`config.mk`:
```
export PLATFORM = sky130hd
export DESIGN_NAME = ufsf_log2
export DESIGN_NICKNAME = d
export VERILOG_FILES = /design/src/rtl/ufsf_pkg.sv /design/src/rtl/ufsf_log2.sv
export SDC_FILE = /design/constraint.sdc
export NUM_CORES = 1
export LEC_CHECK = 0
export ABC_AREA = 1
export BUFFER_PORTS_ARGS = -buffer_cell sky130_fd_sc_hd__buf_2
export CAP_MARGIN = 20
export CORE_MARGIN = 2
export CORE_UTILIZATION = 25
export DETAILED_ROUTE_END_ITERATION = 10
export GPL_TIMING_DRIVEN = 1
export SYNTH_ARGS = -nofsm -noshare
export SYNTH_HDL_FRONTEND = slang
export SYNTH_SLANG_ARGS = --single-unit
```
`constraint.sdc`:
```
create_clock -name clk -period 4.4 [get_ports clk]
set_input_delay 0.44 -clock clk [delete_from_list [all_inputs] [get_ports clk]]
set_output_delay 0.44 -clock clk [all_outputs]
set_load 0.01 [all_outputs]
```
`src/rtl/ufsf_pkg.sv`:
```
// Shared types, constants and helper functions for the spanning forest cost block.
package ufsf_pkg;

  localparam int NODE_W   = 13;
  localparam int WEIGHT_W = 63;
  localparam int COST_W   = 18;
  localparam int RANK_W   = 4;
  localparam int LG_W     = 6;

  localparam logic [RANK_W-1:0] RANK_MAX = 4'd15;
  localparam logic [NODE_W-1:0] NUM_NODES_RST = 13'd4096;

  localparam logic CMD_CLEAR = 1'b0;
  localparam logic CMD_EDGE  = 1'b1;

  // Status of the log2 unit as seen by the sequencer
  typedef struct packed {
    logic            done;
    logic [LG_W-1:0] value;
  } ufsf_lg_t;

  // Position of the highest set bit of a byte (zero for an empty byte)
  function automatic logic [2:0] msb8(input logic [7:0] v);
    logic [2:0] p;
    p = '0;
    for (int i = 0; i < 8; i++) begin
      if (v[i]) begin
        p = 3'(i);
      end
    end
    return p;
  endfunction

endpackage

```
`src/rtl/ufsf_log2.sv`:
```
// Byte-serial floor(log2) unit for the edge weight.
module ufsf_log2 import ufsf_pkg::*; (
  input  logic                clk,
  input  logic                rst_n,
  input  logic                start,
  input  logic [WEIGHT_W-1:0] weight,
  output ufsf_lg_t            status
);

  logic [63:0]     w_r, w_nxt;
  logic [2:0]      k_r, k_nxt;
  logic            run_r, run_nxt;
  logic            done_r, done_nxt;
  logic [LG_W-1:0] val_r, val_nxt;
  logic [7:0]      chunk;

  assign chunk = w_r[63:56];

  always_comb begin
    w_nxt    = w_r;
    k_nxt    = k_r;
    run_nxt  = run_r;
    done_nxt = done_r;
    val_nxt  = val_r;
    if (start) begin
      w_nxt    = {1'b0, weight};
      k_nxt    = 3'd7;
      run_nxt  = 1'b1;
      done_nxt = 1'b0;
    end else if (run_r) begin
      if (chunk != 8'd0 || k_r == 3'd0) begin
        run_nxt  = 1'b0;
        done_nxt = 1'b1;
        val_nxt  = {k_r, msb8(chunk)};
      end else begin
        // scan the next byte down
        w_nxt = {w_r[55:0], 8'd0};
        k_nxt = k_r - 3'd1;
      end
    end
  end

  always_ff @(posedge clk) begin
    if (!rst_n) begin
      run_r  <= 1'b0;
      done_r <= 1'b0;
    end else begin
      run_r  <= run_nxt;
      done_r <= done_nxt;
    end
    w_r   <= w_nxt;
    k_r   <= k_nxt;
    val_r <= val_nxt;
  end

  assign status.done  = done_r;
  assign status.value = val_r;

endmodule

```
# Word-level counts from Yosys, hierarchy flattened
# Cells that the tools add are included.
[totals]
inputBits = 66
mem_bits_ro = 0
elab_cells = 37
mem_bits_rw = 0
memories = 0
output_inout_bits = 7
regBits = 75
latchBits = 0
[op_classes]
bitwise = 3
n_eq_ne = 1
n_shift = 0
addsub = 1
div_mod_pow = 0
reduce_logical = 11
magnitude_cmp = 0
n_mux = 12
n_mul = 0
[ops]
columns = ["cell", "n"]
rows = [
  ["63-bit 2-to-1 mux", 3],
  ["8-bit nonzero test", 1],
  ["3-bit 2-to-1 mux", 2],
  ["2-bit AND reduction", 3],
  ["1-bit 2-to-1 mux", 5],
  ["2-bit 2-to-1 mux", 2],
  ["2-bit OR reduction", 2],
  ["4-bit OR reduction", 1],
  ["3-bit logical NOT", 1],
  ["1-bit NOT", 3],
  ["3-bit AND reduction", 1],
  ["3-bit by 1-bit subtractor with 3-bit output (second input constant)", 1],
  ["2-bit != test (second input constant)", 1],
  ["2-bit nonzero test", 1],
  ["1-bit logical OR", 1],
]

# Depth between registers and ports, before layout
[logic_depth]
ltp_word = 6
ltp_mapped = 10
depth_no_buf = 10

# Worst setup path before layout
# No wires, ideal clock.
[synth_timing]
path_type = "reg2reg"
start = "reg k_r[0]"
end = "reg w_r[0] (enable)"
t_arrival_ns = 2.455
path_stages_with_launch = 9
setup_slack_ns = 1.523
setup_time_ns = 0.422
n_path_buf = 0
required_ns = 3.978
period_less_slack_ns = 2.877
path_cell_list = "dfxtp_1 -> inv_1 -> ha_1 -> ha_1 -> inv_1 -> nand2_2 -> nor2_4 -> nand3_4 -> nand2_1"
[synth_via]
elab_chain_cells = 4
[synth_lines]
columns = ["item", "line_no", "source"]
rows = [
  ["from (decl)", "ufsf_log2.sv:11", "logic [2:0] k_r, k_nxt;"],
  ["from (signal assigned)", "ufsf_log2.sv:52", "k_r <= k_nxt;"],
  ["3-bit logical NOT", "ufsf_log2.sv:31", "if (chunk != 8'd0 || k_r == 3'd0) begin"],
  ["1-bit logical OR", "ufsf_log2.sv:31", ""],
  ["2-bit != test (no source line)", "--", ""],
  ["2-bit AND reduction (no source line)", "--", ""],
  ["to (signal assigned)", "ufsf_log2.sv:51", "w_r <= w_nxt;"],
  ["to (decl)", "ufsf_log2.sv:10", "logic [63:0] w_r, w_nxt;"],
]
# No other way between the ends.
# A chain may end at the register's enable or synchronous reset.

# Final worst setup path
[layout_timing]
start = "reg k_r[0]"
end = "reg w_r[38] (enable)"
# The elaborated chain is that of the path after synthesis.

==> results by stage <==
Placement:
- The number of placed instances, taps included, is 556.
- OpenSTA, run right after detailed placement, puts the worst setup slack at 1.644 ns.
- After detailed placement, the total cell area comes to 3756 µm².
- Input and output buffers added on the ports amount to 72.
- The global placement routability congestion is 0.7809.
- Detailed placement finished with a half-perimeter wire length of 4288 µm.

Global route:
- The initial antenna violation count is 0.
- The first global-routing pass estimated 10,660 µm of wire.
- Global routing used 9.788% of the available tracks across all layers.
- The via count of the first global-routing pass came to 2,300.
- Entering global routing, the biggest net connects 65 pins.
- The total overflow reported by the global router is 0.

Drt:
- In the final routed layout, each cell accounts on average for 11.24 µm.
- The wire length on met3 is 430 µm.
- Routed signal wires occupy layers up through met4.
- The remaining design rule violation count is 0.
- The routed via count is 2,245.
- The routed design has 6428 µm of wire.
- The routed design uses 2860 µm of met2 wire.
- The count of nets left with antenna violations once routing finished came out at 0.
- The pre-antenna-repair detailed-routing pass consisted of 4 iterations.
- The routed via count divided by cell count is 3.925.
- The met1 wire length is 3088 µm.
- After the first detailed-routing iteration, the DRC count stood at 191.

Clock network:
- TritonCTS built the clock tree.
- The cell sitting at the root of the clock tree is a sky130_fd_sc_hd__clkbuf_16.
- Buffers inserted to repair hold after CTS numbered 0.
- Clock-pin slew was measured on the worst setup and hold paths at 0.06 ns.
- The number of buffers created by CTS is 9.
- Post-CTS timing repair inserted 0 buffers for setup.
- The clock drives 75 sinks.
- The clock latency at the later pin of the worst-skew pair is 0.33 ns.
- The clock passes through at most 2 buffers.
- The count of instances resized after the clock tree is built is 0.
- The H-tree was split into 3 levels.

Yosys:
- In this run the biggest area consumer among cell types represents 64.29% of the synthesized area.
- The post-synthesis net count is 391.
- The number of warnings printed during yosys synthesis is 0.
- The netlist area before placement is 3223 µm².
- Each instance of the synthesized netlist takes up on average 9.979 µm².
- Counting every instance in the synthesized netlist gives 323.
- Summed over all instances, the cell type with the most area after synthesis is sky130_fd_sc_hd__edfxtp_1.
- The fraction of the yosys area taken by sequential cells is 68.01%.
- The synthesis-stage register bit count is 75.
- After synthesis, the cell types taking the most area are sky130_fd_sc_hd__edfxtp_1 64%, sky130_fd_sc_hd__nand2_1 22%, sky130_fd_sc_hd__dfxtp_1 3.7%, sky130_fd_sc_hd__inv_1 2.4%, sky130_fd_sc_hd__buf_2 1.4%.
- In this run, distinct cell masters in the synthesized netlist total 20.

Power:
- The static leakage power is 1.902 nW.
- After layout, the design draws a total of 1.687 mW.
- The total power per unit cell area is 416.5 nW/µm².
- The maximum VDD drop is 0.0001728 V.

Timing:
- The smallest setup slack after layout is 1.666 ns.
- The smallest hold slack is 0.3702 ns.
- The setup violation total in the final timing report is 0.
- The count of pins over their slew limit is 0.
- Derived from the worst setup path, the maximum achievable clock frequency is 365.7 MHz.
- The actual transition at the worst max-transition pin is 0.9285 ns.
- The count of final hold-check violations was 0.
- The clock tree skew after final layout is 0.008253 ns.
- Setup repair after global routing left no endpoint under its margin.
- Summed over all failing endpoints, the final setup total negative slack is 0 ns.
- The max-slew headroom at the worst pin is 37.88%.
- After layout, the minimum clock period comes to 2.734 ns.
- The worst path uses 62.14% of the clock period.

Worst setup path:
- The type of element capturing the critical path is a flip-flop.
- The worst setup path is of the reg -> reg kind.
- The worst path arrival time is 2.73 ns.
- Of all nets on the critical path, the largest fanout is 39.
- STA classifies the critical path startpoint as a flip-flop.
- At the worst endpoint, the required time is 4.40 ns.

Cells and area:
- In the layout the commonest cells are 186 x sky130_fd_sc_hd__nand2_1, 72 x sky130_fd_sc_hd__buf_2, 69 x sky130_fd_sc_hd__edfxtp_1.
- The leading cell type in the layout, fill and taps excluded is sky130_fd_sc_hd__nand2_1.
- The post-route cell area is 4050 µm².
- The layout overhead on the synthesized area is 25.66%.
- For this run, the share of the core covered by cells in the final layout is 32.09%.
- The count of inserted antenna diode cells is 0.
- The net count of the finished layout is 463.
- Of the cells placed in the final design, the portion with a size suffix greater than 1 is 25.00%.
- After the flow finishes, the layout carries non-filler instances totaling 572.

Worst hold path:
- The worst min-delay path class is in -> reg.

Die:
- The horizontal die dimension is 117.5 µm.
- The overall die height is 117.5 µm.
- The area of the core is 12,620 µm².
- Once the floorplan was initialized, standard cells occupied 25.54% of the core.
- The die footprint is 13,820 µm².
- In this run the count of I/O pins placed on the die edge is 73.
- The cell row count is 41.

Status:
- The flow ran to the end, and the final reports show no timing, DRC or antenna violations.

Job:
- Across the run, the number of max-cap violations was 0.
final timing paths:
check                            start  endpoint  slack, ns  cells after the start
worst max-delay path            k_r[0]   w_r[38]       1.67                      9
worst min-delay path             rst_n    done_r       0.37                      3
worst max register to register  k_r[0]   w_r[38]       1.67                      9
worst min register to register  done_r    done_r       0.44                      2
cell families (layout without fill, tap and decap cells):
group | count (synthesis) | count (layout) | share of synthesized area [%]
simple gates | 203 | 203 | 25.50
flops | 75 | 75 | 68.01
buf+inv | 39 | 116 | 5.008
compound gates | 4 | 4 | 0.6987
fa+ha+maj | 2 | 2 | 0.7763
flip-flops by register name, indices dropped and copies added, names as in the netlist:
name	count
val_r	6
w_r	64
run_r	1
done_r	1
k_r	3
where the power goes:
part | switching (mW) | leakage (nW) | internal, mW
Clock | 0.275 | 0.133 | 0.439
Sequential | 0.0119 | 0.725 | 0.834
Combinational | 0.0785 | 1.04 | 0.0483
Total | 0.366 | 1.90 | 1.32
per-layer routing:
metal / vias up / global-route usage [%]
met3: 4 / 3.488
li1: 1171 / -
met4: 0 / 3.389
met1: 997 / 13.17
met2: 73 / 14.62
met5: - / 0
synth_stat cells, drive strengths merged:
cell,instances
edfxtp,69
a21boi,1
ha,2
inv,25
o21ai,1
dfxtp,6
nand2,189
nand4,4
clkbuf,4
nand3,5
buf,10
nor2,5
a21oi,2
critical path: stages, from the launching register on:
cell and delay (ns):
sky130_fd_sc_hd__dfxtp_1 0.35, sky130_fd_sc_hd__inv_1 0.07, sky130_fd_sc_hd__ha_1 0.19, sky130_fd_sc_hd__ha_1 0.17
sky130_fd_sc_hd__inv_1 0.07, sky130_fd_sc_hd__nand2_2 0.07, sky130_fd_sc_hd__nor2_4 0.17, sky130_fd_sc_hd__nand3_4 0.13
sky130_fd_sc_hd__nand2_2 0.70, sky130_fd_sc_hd__buf_4 0.45
final cells by class:
type / instances / area (µm²)
clock buffers: 10 / 229.0
clock inverters: 6 / 65.06
fillers: 1346 / 8569
inverters: 25 / 93.84
multi-input cells: 209 / 872.1
flip-flops and latches: 75 / 2192
well taps: 172 / 215.2
repair buffers: 75 / 382.9
(Power assumes the default switching activity.)
